### src/tba_pkg.sv
// Shared types and constants for the time-binned averager.
// No dependencies; every other file in src imports this package.
package tba_pkg;

  localparam int TIME_W      = 32;
  localparam int SAMPLE_W    = 16;
  localparam int STATUS_W    = 16;
  localparam int AVG_W       = 16;
  localparam int BIN_INDEX_W = 9;
  localparam int LEN_W       = 12;
  localparam int COUNT_W     = 12;
  localparam int CFG_INDEX_W = 2;
  localparam int CFG_DATA_W  = 32;
  localparam int MAX_LANES   = 8;

  localparam logic [COUNT_W-1:0] MAX_COUNT = 12'd4095;

  localparam logic [TIME_W-1:0] WINDOW_START_RST = 32'd1651795200;
  localparam logic [LEN_W-1:0]  BIN_LENGTH_RST   = 12'd300;

  localparam int NUM_BINS_DEF       = 288;
  localparam int LANES_DEF          = 8;
  localparam int SAMPLE_BITS_DEF    = 16;
  localparam int WINDOW_SECONDS_DEF = 24 * 60 * 60;

  localparam logic [CFG_INDEX_W-1:0] REG_WINDOW_START = 2'd0;
  localparam logic [CFG_INDEX_W-1:0] REG_BIN_LENGTH   = 2'd1;

  typedef struct packed {
    logic [TIME_W-1:0]   timestamp;
    logic                flush;
    logic [SAMPLE_W-1:0] sample_0;
    logic [SAMPLE_W-1:0] sample_1;
    logic [SAMPLE_W-1:0] sample_2;
    logic [SAMPLE_W-1:0] sample_3;
    logic [SAMPLE_W-1:0] sample_4;
    logic [SAMPLE_W-1:0] sample_5;
    logic [SAMPLE_W-1:0] sample_6;
    logic [SAMPLE_W-1:0] sample_7;
    logic [STATUS_W-1:0] status_flags;
  } item_t;

  typedef struct packed {
    logic [BIN_INDEX_W-1:0] bin_index;
    logic [TIME_W-1:0]      bin_time;
    logic [AVG_W-1:0]       avg_0;
    logic [AVG_W-1:0]       avg_1;
    logic [AVG_W-1:0]       avg_2;
    logic [AVG_W-1:0]       avg_3;
    logic [AVG_W-1:0]       avg_4;
    logic [AVG_W-1:0]       avg_5;
    logic [AVG_W-1:0]       avg_6;
    logic [AVG_W-1:0]       avg_7;
    logic [STATUS_W-1:0]    latest_status;
    logic                   last;
  } result_t;

  // Strobes from the sequencer to every lane
  typedef struct packed {
    logic load;   // snapshot the sum into the divider
    logic step;   // one quotient bit
    logic clear;  // zero the accumulator
    logic add;    // accumulate the lane sample
  } lane_cmd_t;

  // Bin details captured when a close starts
  typedef struct packed {
    logic [BIN_INDEX_W-1:0] bin_index;
    logic [TIME_W-1:0]      bin_time;
    logic [STATUS_W-1:0]    status;
    logic                   last;
  } close_meta_t;

  typedef enum logic [3:0] {
    ST_IDLE,
    ST_IDX_DIV,
    ST_IDX_CHK,
    ST_AVG_DIV,
    ST_EMIT,
    ST_MOVE,
    ST_MOVE_TIME,
    ST_ACCUM,
    ST_FLUSH_CHK,
    ST_RESTART
  } state_t;

endpackage

### src/tba_lane.sv
// One sample lane: running sum of the bin and a bit-serial divider for its mean.
// Depends on tba_pkg.
module tba_lane #(
  parameter int SAMPLE_BITS = 16
) (
  input  logic                         clk,
  input  logic                         rst,
  input  tba_pkg::lane_cmd_t           cmd,
  input  logic [tba_pkg::SAMPLE_W-1:0] sample,
  input  logic [tba_pkg::COUNT_W-1:0]  count,
  output logic [tba_pkg::AVG_W-1:0]    avg
);
  import tba_pkg::*;

  localparam int SUM_W    = SAMPLE_BITS + COUNT_W;
  localparam int IN_BITS  = (SAMPLE_BITS < SAMPLE_W) ? SAMPLE_BITS : SAMPLE_W;
  localparam int OUT_BITS = (SAMPLE_BITS < AVG_W) ? SAMPLE_BITS : AVG_W;

  logic [SUM_W-1:0]       sum;
  logic [COUNT_W-1:0]     rem;
  logic [SAMPLE_BITS-1:0] quo;
  logic [COUNT_W:0]       trial;
  logic                   fits;

  always_ff @(posedge clk) begin
    if (rst || cmd.clear) begin
      sum <= '0;
    end else if (cmd.add) begin
      sum <= sum + SUM_W'(sample[IN_BITS-1:0]);
    end
  end

  // The mean never exceeds the largest sample, so the top COUNT_W bits of the
  // sum start as the partial remainder and only SAMPLE_BITS steps are needed.
  always_comb begin
    trial = {rem, quo[SAMPLE_BITS-1]};
    fits  = trial >= {1'b0, count};
  end

  always_ff @(posedge clk) begin
    if (cmd.load) begin
      rem <= sum[SUM_W-1:SAMPLE_BITS];
      quo <= sum[SAMPLE_BITS-1:0];
    end else if (cmd.step) begin
      rem <= fits ? COUNT_W'(trial - {1'b0, count}) : trial[COUNT_W-1:0];
      quo <= {quo[SAMPLE_BITS-2:0], fits};
    end
  end

  assign avg = AVG_W'(quo[OUT_BITS-1:0]);

endmodule

### src/tba_idx_div.sv
// Bin index divider: offset into the window over the bin length, one bit a cycle.
// Depends on tba_pkg.
module tba_idx_div #(
  parameter int DIFF_W = 17
) (
  input  logic                      clk,
  input  logic                      rst,
  input  logic                      start,
  input  logic [DIFF_W-1:0]         dividend,
  input  logic [tba_pkg::LEN_W-1:0] divisor,
  output logic                      busy,
  output logic [DIFF_W-1:0]         quotient
);
  import tba_pkg::*;

  localparam int CNT_W = $clog2(DIFF_W);

  logic [LEN_W-1:0] rem;
  logic [CNT_W-1:0] cnt;
  logic [LEN_W:0]   trial;
  logic             fits;

  always_comb begin
    trial = {rem, quotient[DIFF_W-1]};
    fits  = trial >= {1'b0, divisor};
  end

  always_ff @(posedge clk) begin
    if (rst) begin
      busy <= 1'b0;
      cnt  <= '0;
    end else if (start) begin
      busy <= 1'b1;
      cnt  <= '0;
    end else if (busy) begin
      cnt <= cnt + CNT_W'(1);
      if (cnt == CNT_W'(DIFF_W - 1)) begin
        busy <= 1'b0;
      end
    end
  end

  always_ff @(posedge clk) begin
    if (start) begin
      rem      <= '0;
      quotient <= dividend;
    end else if (busy) begin
      rem      <= fits ? LEN_W'(trial - {1'b0, divisor}) : trial[LEN_W-1:0];
      quotient <= {quotient[DIFF_W-2:0], fits};
    end
  end

endmodule

### src/tba_merge.sv
// Merging stage: gathers the lane means and the bin details into the result
// register that faces the output channel. Depends on tba_pkg.
module tba_merge #(
  parameter int LANES = 8
) (
  input  logic                                clk,
  input  logic                                rst,
  input  logic                                capture,
  input  tba_pkg::close_meta_t                meta,
  input  logic [LANES-1:0][tba_pkg::AVG_W-1:0] lane_avg,
  input  logic                                emit_req,
  output logic                                loaded,
  output logic                                result_valid,
  input  logic                                result_stall,
  output tba_pkg::result_t                    result
);
  import tba_pkg::*;

  close_meta_t                      meta_q;
  logic [MAX_LANES-1:0][AVG_W-1:0]  avg_all;
  result_t                          result_next;

  always_ff @(posedge clk) begin
    if (capture) begin
      meta_q <= meta;
    end
  end

  // lanes that are not built read as zero
  always_comb begin
    avg_all = '0;
    for (int j = 0; j < LANES; j++) begin
      avg_all[j] = lane_avg[j];
    end
  end

  always_comb begin
    result_next.bin_index     = meta_q.bin_index;
    result_next.bin_time      = meta_q.bin_time;
    result_next.avg_0         = avg_all[0];
    result_next.avg_1         = avg_all[1];
    result_next.avg_2         = avg_all[2];
    result_next.avg_3         = avg_all[3];
    result_next.avg_4         = avg_all[4];
    result_next.avg_5         = avg_all[5];
    result_next.avg_6         = avg_all[6];
    result_next.avg_7         = avg_all[7];
    result_next.latest_status = meta_q.status;
    result_next.last          = meta_q.last;
  end

  assign loaded = emit_req && (!result_valid || !result_stall);

  always_ff @(posedge clk) begin
    if (rst) begin
      result_valid <= 1'b0;
    end else if (loaded) begin
      result_valid <= 1'b1;
    end else if (!result_stall) begin
      result_valid <= 1'b0;
    end
  end

  always_ff @(posedge clk) begin
    if (loaded) begin
      result <= result_next;
    end
  end

endmodule

### src/time_binned_averager.sv
// Time-binned averager, top level. Depends on tba_pkg, tba_lane, tba_idx_div
// and tba_merge.
//
// Items (timestamp, flush, eight samples, status) enter on item_valid/item_stall
// and closed bins leave on result_valid/result_stall; both move an item on a
// clock edge with valid high and stall low. window_start and bin_length are
// written through cfg_write/cfg_index/cfg_data; the user must write them only
// while the block is idle, which the block itself does not enforce. A write
// to either register restarts binning at bin 0, other indexes are ignored.
// One item is worked on at a time; item_stall is high until it is done.
// An item outside the window goes straight to the flush check. An item inside
// it runs through the one-bit-a-cycle bin index divider over DIFF_W, the bits
// of the window length, then the bin check, accumulate and flush check states.
// Moving to a later bin adds the move states, and a flush the restart state.
// Each closed bin adds a pass through the lane dividers, which run side by side,
// and the result register then holds it until the receiver takes it; while the
// result register is full and stalled, the next close waits.
// Synchronous reset clears all bin state, loads the register reset values and
// empties the result register.
module time_binned_averager
  import tba_pkg::*;
#(
  parameter int NUM_BINS       = NUM_BINS_DEF,
  parameter int LANES          = LANES_DEF,
  parameter int SAMPLE_BITS    = SAMPLE_BITS_DEF,
  parameter int WINDOW_SECONDS = WINDOW_SECONDS_DEF
) (
  input  logic                   clk,
  input  logic                   rst,
  input  logic                   item_valid,
  output logic                   item_stall,
  input  item_t                  item,
  output logic                   result_valid,
  input  logic                   result_stall,
  output result_t                result,
  input  logic                   cfg_write,
  input  logic [CFG_INDEX_W-1:0] cfg_index,
  input  logic [CFG_DATA_W-1:0]  cfg_data
);

  localparam int DIFF_W    = $clog2(WINDOW_SECONDS + 1);
  localparam int BIN_W     = (NUM_BINS > 1) ? $clog2(NUM_BINS) : 1;
  localparam int PROD_W    = BIN_W + LEN_W;
  localparam int AVG_CNT_W = $clog2(SAMPLE_BITS);

  state_t state, state_next;

  logic [TIME_W-1:0]    window_start;
  logic [LEN_W-1:0]     bin_length;
  logic [LEN_W-1:0]     len_eff;
  item_t                item_q;
  logic [COUNT_W-1:0]   count;
  logic [BIN_W-1:0]     cur_bin;
  logic [BIN_W-1:0]     idx_q;
  logic [BIN_W-1:0]     idx_sat;
  logic [TIME_W-1:0]    bin_start;
  logic [STATUS_W-1:0]  held_status;
  logic [PROD_W-1:0]    prod;
  logic                 close_last;
  logic [AVG_CNT_W-1:0] avg_cnt;

  logic                 accept;
  logic                 cfg_hit;
  logic [TIME_W:0]      diff;
  logic                 in_window;
  logic                 div_start;
  logic                 div_busy;
  logic [DIFF_W-1:0]    div_quo;
  logic                 close_start;
  logic                 emit_req;
  logic                 loaded;
  logic                 not_full;
  lane_cmd_t            lane_cmd;
  close_meta_t          meta;

  logic [MAX_LANES-1:0][SAMPLE_W-1:0] samples;
  logic [LANES-1:0][AVG_W-1:0]        lane_avg;

  assign len_eff  = (bin_length == '0) ? LEN_W'(1) : bin_length;
  assign accept   = item_valid && !item_stall;
  assign not_full = count < MAX_COUNT;

  // only writes to a known register restart binning
  assign cfg_hit = cfg_write &&
                   ((cfg_index == REG_WINDOW_START) || (cfg_index == REG_BIN_LENGTH));

  assign diff      = {1'b0, item.timestamp} - {1'b0, window_start};
  assign in_window = !diff[TIME_W] && (diff <= (TIME_W + 1)'(WINDOW_SECONDS));

  always_comb begin
    if (32'(div_quo) >= 32'(NUM_BINS)) begin
      idx_sat = BIN_W'(NUM_BINS - 1);
    end else begin
      idx_sat = BIN_W'(div_quo);
    end
  end

  always_comb begin
    samples[0] = item_q.sample_0;
    samples[1] = item_q.sample_1;
    samples[2] = item_q.sample_2;
    samples[3] = item_q.sample_3;
    samples[4] = item_q.sample_4;
    samples[5] = item_q.sample_5;
    samples[6] = item_q.sample_6;
    samples[7] = item_q.sample_7;
  end

  // next state
  always_comb begin
    state_next = state;
    unique case (state)
      ST_IDLE: begin
        if (item_valid) begin
          state_next = in_window ? ST_IDX_DIV : ST_FLUSH_CHK;
        end
      end
      ST_IDX_DIV: begin
        if (!div_busy) begin
          state_next = ST_IDX_CHK;
        end
      end
      ST_IDX_CHK: begin
        if (idx_sat > cur_bin) begin
          state_next = (count != '0) ? ST_AVG_DIV : ST_MOVE;
        end else begin
          state_next = ST_ACCUM;
        end
      end
      ST_AVG_DIV: begin
        if (avg_cnt == AVG_CNT_W'(SAMPLE_BITS - 1)) begin
          state_next = ST_EMIT;
        end
      end
      ST_EMIT: begin
        if (loaded) begin
          state_next = close_last ? ST_RESTART : ST_MOVE;
        end
      end
      ST_MOVE:      state_next = ST_MOVE_TIME;
      ST_MOVE_TIME: state_next = ST_ACCUM;
      ST_ACCUM:     state_next = ST_FLUSH_CHK;
      ST_FLUSH_CHK: begin
        if (item_q.flush) begin
          state_next = (count != '0) ? ST_AVG_DIV : ST_RESTART;
        end else begin
          state_next = ST_IDLE;
        end
      end
      ST_RESTART:   state_next = ST_IDLE;
      default:      state_next = ST_IDLE;
    endcase
  end

  // control strobes
  always_comb begin
    item_stall     = 1'b1;
    div_start      = 1'b0;
    close_start    = 1'b0;
    emit_req       = 1'b0;
    lane_cmd       = '0;
    lane_cmd.clear = cfg_hit;
    unique case (state)
      ST_IDLE: begin
        item_stall = 1'b0;
        div_start  = item_valid && in_window;
      end
      ST_IDX_CHK: begin
        close_start   = (idx_sat > cur_bin) && (count != '0);
        lane_cmd.load = close_start;
      end
      ST_AVG_DIV:   lane_cmd.step = 1'b1;
      ST_EMIT:      emit_req = 1'b1;
      ST_MOVE:      lane_cmd.clear = 1'b1;
      ST_ACCUM:     lane_cmd.add = not_full;
      ST_FLUSH_CHK: begin
        close_start   = item_q.flush && (count != '0);
        lane_cmd.load = close_start;
      end
      ST_RESTART:   lane_cmd.clear = 1'b1;
      default: begin
      end
    endcase
  end

  always_comb begin
    meta.bin_index = BIN_INDEX_W'(cur_bin);
    meta.bin_time  = bin_start;
    meta.status    = held_status;
    meta.last      = (state == ST_FLUSH_CHK);
  end

  always_ff @(posedge clk) begin
    if (rst) begin
      state <= ST_IDLE;
    end else begin
      state <= state_next;
    end
  end

  always_ff @(posedge clk) begin
    if (rst) begin
      window_start <= WINDOW_START_RST;
      bin_length   <= BIN_LENGTH_RST;
      count        <= '0;
      cur_bin      <= '0;
      bin_start    <= WINDOW_START_RST;
      held_status  <= '0;
      close_last   <= 1'b0;
      avg_cnt      <= '0;
    end else if (cfg_hit) begin
      count       <= '0;
      cur_bin     <= '0;
      held_status <= '0;
      bin_start   <= window_start;
      if (cfg_index == REG_WINDOW_START) begin
        window_start <= cfg_data;
        bin_start    <= cfg_data;
      end else if (cfg_index == REG_BIN_LENGTH) begin
        bin_length <= cfg_data[LEN_W-1:0];
      end
    end else begin
      if (close_start) begin
        close_last <= meta.last;
        avg_cnt    <= '0;
      end
      case (state)
        ST_AVG_DIV: avg_cnt <= avg_cnt + AVG_CNT_W'(1);
        ST_MOVE: begin
          count       <= '0;
          held_status <= '0;
          cur_bin     <= idx_q;
        end
        ST_MOVE_TIME: bin_start <= window_start + TIME_W'(prod);
        ST_ACCUM: begin
          if (not_full) begin
            count       <= count + COUNT_W'(1);
            held_status <= item_q.status_flags;
          end
        end
        ST_RESTART: begin
          count       <= '0;
          cur_bin     <= '0;
          held_status <= '0;
          bin_start   <= window_start;
        end
        default: begin
        end
      endcase
    end
  end

  // payload registers
  always_ff @(posedge clk) begin
    if (accept) begin
      item_q <= item;
    end
    if (state == ST_IDX_CHK) begin
      idx_q <= idx_sat;
    end
    if (state == ST_MOVE) begin
      prod <= PROD_W'(idx_q) * PROD_W'(len_eff);
    end
  end

  tba_idx_div #(
    .DIFF_W(DIFF_W)
  ) u_idx_div (
    .clk      (clk),
    .rst      (rst),
    .start    (div_start),
    .dividend (diff[DIFF_W-1:0]),
    .divisor  (len_eff),
    .busy     (div_busy),
    .quotient (div_quo)
  );

  for (genvar g = 0; g < LANES; g++) begin : g_lane
    tba_lane #(
      .SAMPLE_BITS(SAMPLE_BITS)
    ) u_lane (
      .clk    (clk),
      .rst    (rst),
      .cmd    (lane_cmd),
      .sample (samples[g]),
      .count  (count),
      .avg    (lane_avg[g])
    );
  end

  tba_merge #(
    .LANES(LANES)
  ) u_merge (
    .clk          (clk),
    .rst          (rst),
    .capture      (close_start),
    .meta         (meta),
    .lane_avg     (lane_avg),
    .emit_req     (emit_req),
    .loaded       (loaded),
    .result_valid (result_valid),
    .result_stall (result_stall),
    .result       (result)
  );

endmodule

### config.mk
export PLATFORM = sky130hd
export DESIGN_NAME = time_binned_averager
export DESIGN_NICKNAME = d
export VERILOG_FILES = /design/src/tba_pkg.sv /design/src/tba_lane.sv /design/src/tba_idx_div.sv /design/src/tba_merge.sv /design/src/time_binned_averager.sv
export SDC_FILE = /design/constraint.sdc
export NUM_CORES = 2
export LEC_CHECK = 0
export BUFFER_PORTS_ARGS = -buffer_cell sky130_fd_sc_hd__buf_2
export CORE_UTILIZATION = 40
export DETAILED_ROUTE_END_ITERATION = 8
export PLACE_DENSITY = 0.6
export SLEW_MARGIN = 15
export SYNTH_ARGS = -nofsm -noshare
export SYNTH_HDL_FRONTEND = slang
export SYNTH_SLANG_ARGS = --single-unit
### constraint.sdc
create_clock -name clk -period 9.7 [get_ports clk]
set_clock_uncertainty 0.1 [all_clocks]
set_input_delay 0.485 -clock clk [delete_from_list [all_inputs] [get_ports clk]]
set_output_delay 0.485 -clock clk [all_outputs]
set_load 0.1 [all_outputs]
==> Yosys cells after proc, flatten, opt, wreduce, memory -nomap -nowiden <==
Cells that the tools add are included.
{ "totals": {"register_bits": 1025, "input_bits": 216, "out_inout_bits": 188, "elab_cells": 231} }
{ "op_classes": {"addsub": 22, "multipliers": 1, "order_cmp": 13, "n_eq_ne": 18, "muxes": 78, "bitwise_logic": 2, "reduce_logical": 31} }
{ "op_table": {"columns": ["operator", "count"], "rows": [
  ["12-bit two-way mux", 27],
  ["16-bit two-way mux", 17],
  ["28-bit by 16-bit adder with 28-bit output", 8],
  ["13-bit by 12-bit greater-or-equal comparator with 1-bit output", 9],
  ["12-bit subtractor", 9],
  ["32-bit two-way mux", 2],
  ["32-bit case mux with 2 select lines", 1],
  ["4-bit two-way mux", 10],
  ["4-bit case mux with 9 select lines", 1],
  ["17-bit two-way mux", 2],
  ["33-bit by 17-bit <= comparator with 1-bit output, second input constant", 1],
  ["32-bit by 32-bit subtractor with 33-bit output", 1],
  ["32-bit by 21-bit adder with 32-bit output", 1],
  ["16-bit case mux with 2 select lines", 1],
  ["12-bit case mux with 2 select lines", 1],
  ["9-bit by 12-bit multiplier with 21-bit output", 1],
  ["9-bit case mux with 2 select lines", 1],
  ["17-bit by 9-bit greater-or-equal comparator with 1-bit output, second input constant", 1],
  ["4-bit by 3-bit equality test with 1-bit output, second input constant", 4],
  ["12-bit by 1-bit adder with 12-bit output, second input constant", 1],
  ["4-bit equality test, second input constant", 3],
  ["12-bit zero test", 1],
  ["12-bit less-than comparator, second input constant", 1],
  ["12-bit nonzero test", 1],
  ["25 further kinds", 60]
]} }

==> Longest topological paths before layout <==
{ "depth": {"depth_word": 7, "depth_mapped": 23, "ltp_nobuf": 23} }

==> Modules after synthesis <==
From an unflattened synthesis, not the netlist that was laid out.
{ "unflattened": {"cells_unflattened": 5637, "area_unflattened_um2": 58899.0} }
{ "modules_own_cells": {"columns": ["mod", "instances", "cells_per_inst", "area_each_um2", "seq_area_each_um2"], "rows": [
  ["time_binned_averager", 1, 1805, 17590.6, 7697.4],
  ["tba_lane at g_lane[1].u_lane ...", 4, 436, 4008.8, 1401.3],
  ["tba_lane at g_lane[0].u_lane ...", 4, 405, 3945.0, 1401.3],
  ["tba_merge", 1, 248, 7363.3, 7347.0],
  ["tba_idx_div", 1, 220, 2129.5, 870.8]
]} }

==> Least setup slack after synthesis <==
OpenSTA, ideal clock, no wires.
{ "synth_path": {"path_kind": "register to register", "from": "register state[0]", "to": "register u_merge.result[0] (netlist name)", "setup_time_ns": 0.795, "t_arrival_ns": 9.695, "required_time_ns": 8.805, "path_slack_ns": -0.890, "stages_incl_launch_ff": 5, "n_path_buf": 1, "synth_period_minus_slack_ns": 10.590, "cell_sequence": "dfxtp_1 > clkbuf_1 > nor2_1 > nand2_1 > a21oi_1"} }
{ "synth_between": {"elab_chain_len": 3} }
{ "synth_rtl": {"columns": ["item", "line_no", "rtl"], "rows": [
  ["from (decl)", "time_binned_averager.sv:46", "state_t state, state_next;"],
  ["from (signal assigned)", "time_binned_averager.sv:197", "state <= state_next;"],
  ["4-bit by 3-bit equality test with 1-bit output", "time_binned_averager.sv:163", "unique case (state)"],
  ["1-bit two-way mux", "time_binned_averager.sv:163", null],
  ["1-bit logical AND", "tba_merge.sv:52", "assign loaded = emit_req && (!result_valid || !result_stall);"],
  ["via loaded", "time_binned_averager.sv:71", "logic loaded;"]
]} }
The timed path passes the listed nets, and every way through them passes these cells.
A chain may end at the register's enable or synchronous reset.

==> Final worst setup path <==
{ "layout_path": {"from": "register bin_length[7]", "to": "register prod[20] (data pin)"} }
{ "layout_between": {"elab_chain_len": 3} }
{ "layout_rtl": {"columns": ["item", "line_no", "rtl"], "rows": [
  ["from (decl)", "time_binned_averager.sv:49", "logic [LEN_W-1:0] bin_length;"],
  ["from (signal assigned)", "time_binned_averager.sv:220", "bin_length <= cfg_data[LEN_W-1:0];"],
  ["12-bit zero test", "time_binned_averager.sv:79", "assign len_eff = (bin_length == '0) ? LEN_W'(1) : bin_length;"],
  ["12-bit two-way mux *", "time_binned_averager.sv:79", null],
  ["9-bit by 12-bit multiplier with 21-bit output *", "time_binned_averager.sv:262", "prod <= PROD_W'(idx_q) * PROD_W'(len_eff);"],
  ["to (signal assigned)", "time_binned_averager.sv:262", null],
  ["to (decl)", "time_binned_averager.sv:58", "logic [PROD_W-1:0] prod;"]
]} }
Every way passes the cells marked *; elsewhere a longest branch is shown, timed or not.

==> results.yml <==
outcome:
  status: "finished, final reports clean"
layout:
  fillCellCount: 12500
  final_common_cell: "nand2_1"
  area_delta_synth_final_pct: 17.5
  final_area_sq_um: 64300
  nets: 6601
  final_cell_mix: "nand2_1, edfxtp_1, a21oi_1"
  drive_gt1_share_pct: 11.6
  layout.cells.non_filler: 7832
clock_network:
  cts-root-buf: "clkbuf_16"
  cts_tree: "done"
  clock_sinks: 1025
  clockBufferDepth: 3
  clock_latency_ps: 770
  clk_pin_slew_ps: 60
  cts_buffers: 112
  post-cts-setup-buffer-count: 0
  cts_resized: 0
  htreeDepth: 3
logic_synthesis:
  synthDistinctLibCells: 85
  syn_area_sq_um: 54800
  synthCells: 5416
  synthArstFlopShare_pct: 0
  synth_top_area_share_pct: 36.2
  synth_edf_count: 660
  synth_nets: 6066
  syn_avg_cell_area_sq_um: 10.1
  ys_seq_elements: 1025
  synth_warnings: 0
  yosys-top-cells-area: "edfxtp_1, dfxtp_1, ha_1"
  synth_area_leader_cell: "edfxtp_1"
  synth_flop_cell: "edfxtp_1"
  ys_seq_area_share_pct: 49.5
grt:
  grt_max_degree: 139
  grt_antenna_before_repair: 5
  grt.met3_usage_pct: 2.85
  gr-total-overflow: 0
  grtUsageMet2_pct: 36.2
  grt_busiest_layer: "met2"
  grt_pass1_wl_mm: 230
  grt_pass1_vias: 41000
  grt.met1_usage_pct: 28.1
  grt_usage_pct: 21.2
sta:
  max_freq_mhz: 155
  worst_pin_slew_ps: 1110
  slew_violations: 0
  rsz0062_at_grt: "false"
  timing.setup.tns_ps: 0
  final_hold_viol_count: 0
  fin_crit_sh_pct: 66.6
  slew_headroom_pct: 25.6
  min_period_ps: 6460
  setup_viol: 0
die:
  placementRows: 135
  num_io_pins: 404
  core_area_sq_um: 136000
  initial_core_util_pct: 40.4
  dieArea_sq_um: 138000
  die_h_um: 372
  die_w_um: 372
worst_setup_path:
  endpoint_kind: "register"
  worstSetupPathType: "reg2reg"
  crit_path_start_kind: "register"
  crit_arrival_ps: 6830
  cp.required_ps: 10060
  critPathMaxFanout: 12
  cp-startpoint: "bin_length[7]$_SDFFE_PP0P_"
  timing.rr.start: "bin_length[7]$_SDFFE_PP0P_"
power_and_ir_drop:
  p_leak_uw: 0.0261
  max-vdd-ir-drop_uv: 142
  powerDensity_nw_per_um2: 159
detailed_routing:
  avgViaCountPerCell: 5.31
  first_pass_iters: 6
  ant_nets: 0
  wl_per_cell_um: 19.0
  dr.first_iter.drc_count: 2468
  route.detailed.drc: 0
  routed-via-count: 41600
  wirelength_mm: 149
placed_design:
  postPlaceCellArea_sq_um: 58700
  dpl.hpwl_mm: 103
  dp.cells: 7440
  place_congestion: 0.886
  portBuffers: 403
run:
  maxCapViolations: 0
worst_hold_path:
  hp-start: "cfg_write"
  min_path_type: "in2reg"
cell type report:
class	instances	area, sq um	share of cell area [%]
Sequential cell	1025	27100	42.2
Multi-Input combinational cell	3867	25700	40.0
Timing Repair Buffer	629	4180	6.50
Clock buffer	163	3190	4.96
Tap cell	1781	2230	3.46
Inverter	316	1190	1.86
Clock inverter	50	687	1.07
Antenna cell	1	2.50	0.00389
logic make-up (layout without fill, tap and decap cells):
group           after synthesis  after routing  share of synthesized area, %
compound gates             1086           1086                          12.4
xor+xnor                    294            294                          4.70
fa+ha+maj                   434            434                          11.2
buf+inv                     524           1158                          3.64
flops                      1025           1025                          49.5
mux                         149            149                          2.80
other cells                   0              1                             0
simple gates               1904           1904                          15.7
power by group:
group / total (uW) / internal, uW / switching, uW
Sequential: 4820 / 4750 / 71.6
Clock: 4460 / 2600 / 1860
Combinational: 951 / 368 / 583
timing repair:
action,4_1_cts,5_1_grt
setup endpoints to repair,0,0
hold endpoints to repair,191,0
hold buffers,178,0
flip-flops by register name, summed over array words and instances, names as in the netlist, 4 cells and up:
name and flops:
prod 21, idx_q 9, u_idx_div.rem 12, state 4, u_merge.meta_q 58, g_lane.u_lane.sum 224
count 12, item_q 145, g_lane.u_lane.avg 128, u_idx_div.quotient 17, window_start 32, bin_length 12
bin_start 32, cur_bin 9, u_merge.result 186, u_idx_div.cnt 5, avg_cnt 4, g_lane.u_lane.rem 96
held_status 16
per-stage QoR:
stage / setup WS, ps / util, % / hold slack [ps] / total power (uW)
5_1_grt: 2820 / 47.4 / 197 / 10600
6_report: 3240 / 47.4 / 165 / 10200
2_1_floorplan: 1250 / - / 300 / 5530
3_3_place_gp: 3480 / 43.2 / 300 / 5790
3_5_place_dp: 3360 / 43.2 / 305 / 5800
4_1_cts: 3310 / 47.4 / 130 / 10300
path summary, 6_finish.rpt:
kind / end / slack (ps) / cells after the start
setup / recovery: prod[20]$_DFFE_PP_ / 3240 / 20
hold / removal: bin_start[26]$_SDFFE_PP0P_ / 160 / 4
setup reg to reg: prod[20]$_DFFE_PP_ / 3240 / 20
hold reg to reg: u_merge.result[156]$_DFFE_PP_ / 260 / 0
synth_stat cells (all sizes together), types with 50 or more instances:
library cell  instances
edfxtp              660
nand2               863
clkbuf              186
fa                   90
nand4                67
a21oi               414
or3                  50
dfxtp               365
nor3                 93
mux2i               115
and2                 69
nand3               127
a21o                 90
nor2                390
o21ai               203
ha                  344
a211oi               57
xnor2               182
nor2b                69
xor2                112
inv                 316
worst max-delay path, cell delays in order, from the launching register on:
cell       delay [ps]
dfxtp_1           580
nor3_1            140
a31oi_1           610
inv_1             190
nand2_1           140
fa_1              430
fa_1              540
inv_1              50
fa_1              550
inv_1              60
fa_1              520
inv_1              40
ha_1              320
nor2b_1           140
o21a_1            190
nor3_1            280
o31ai_1           160
o41ai_1           640
o2111ai_1         210
a21oi_1           210
xnor2_1            80
per-layer routing:
layer | wire length, um | share of wire [%]
met5 | 11 | 0.0074
met4 | 3460 | 2.3
met3 | 7060 | 4.8
met2 | 71600 | 48
met1 | 66500 | 45
Power figures use the tool's default switching activity.
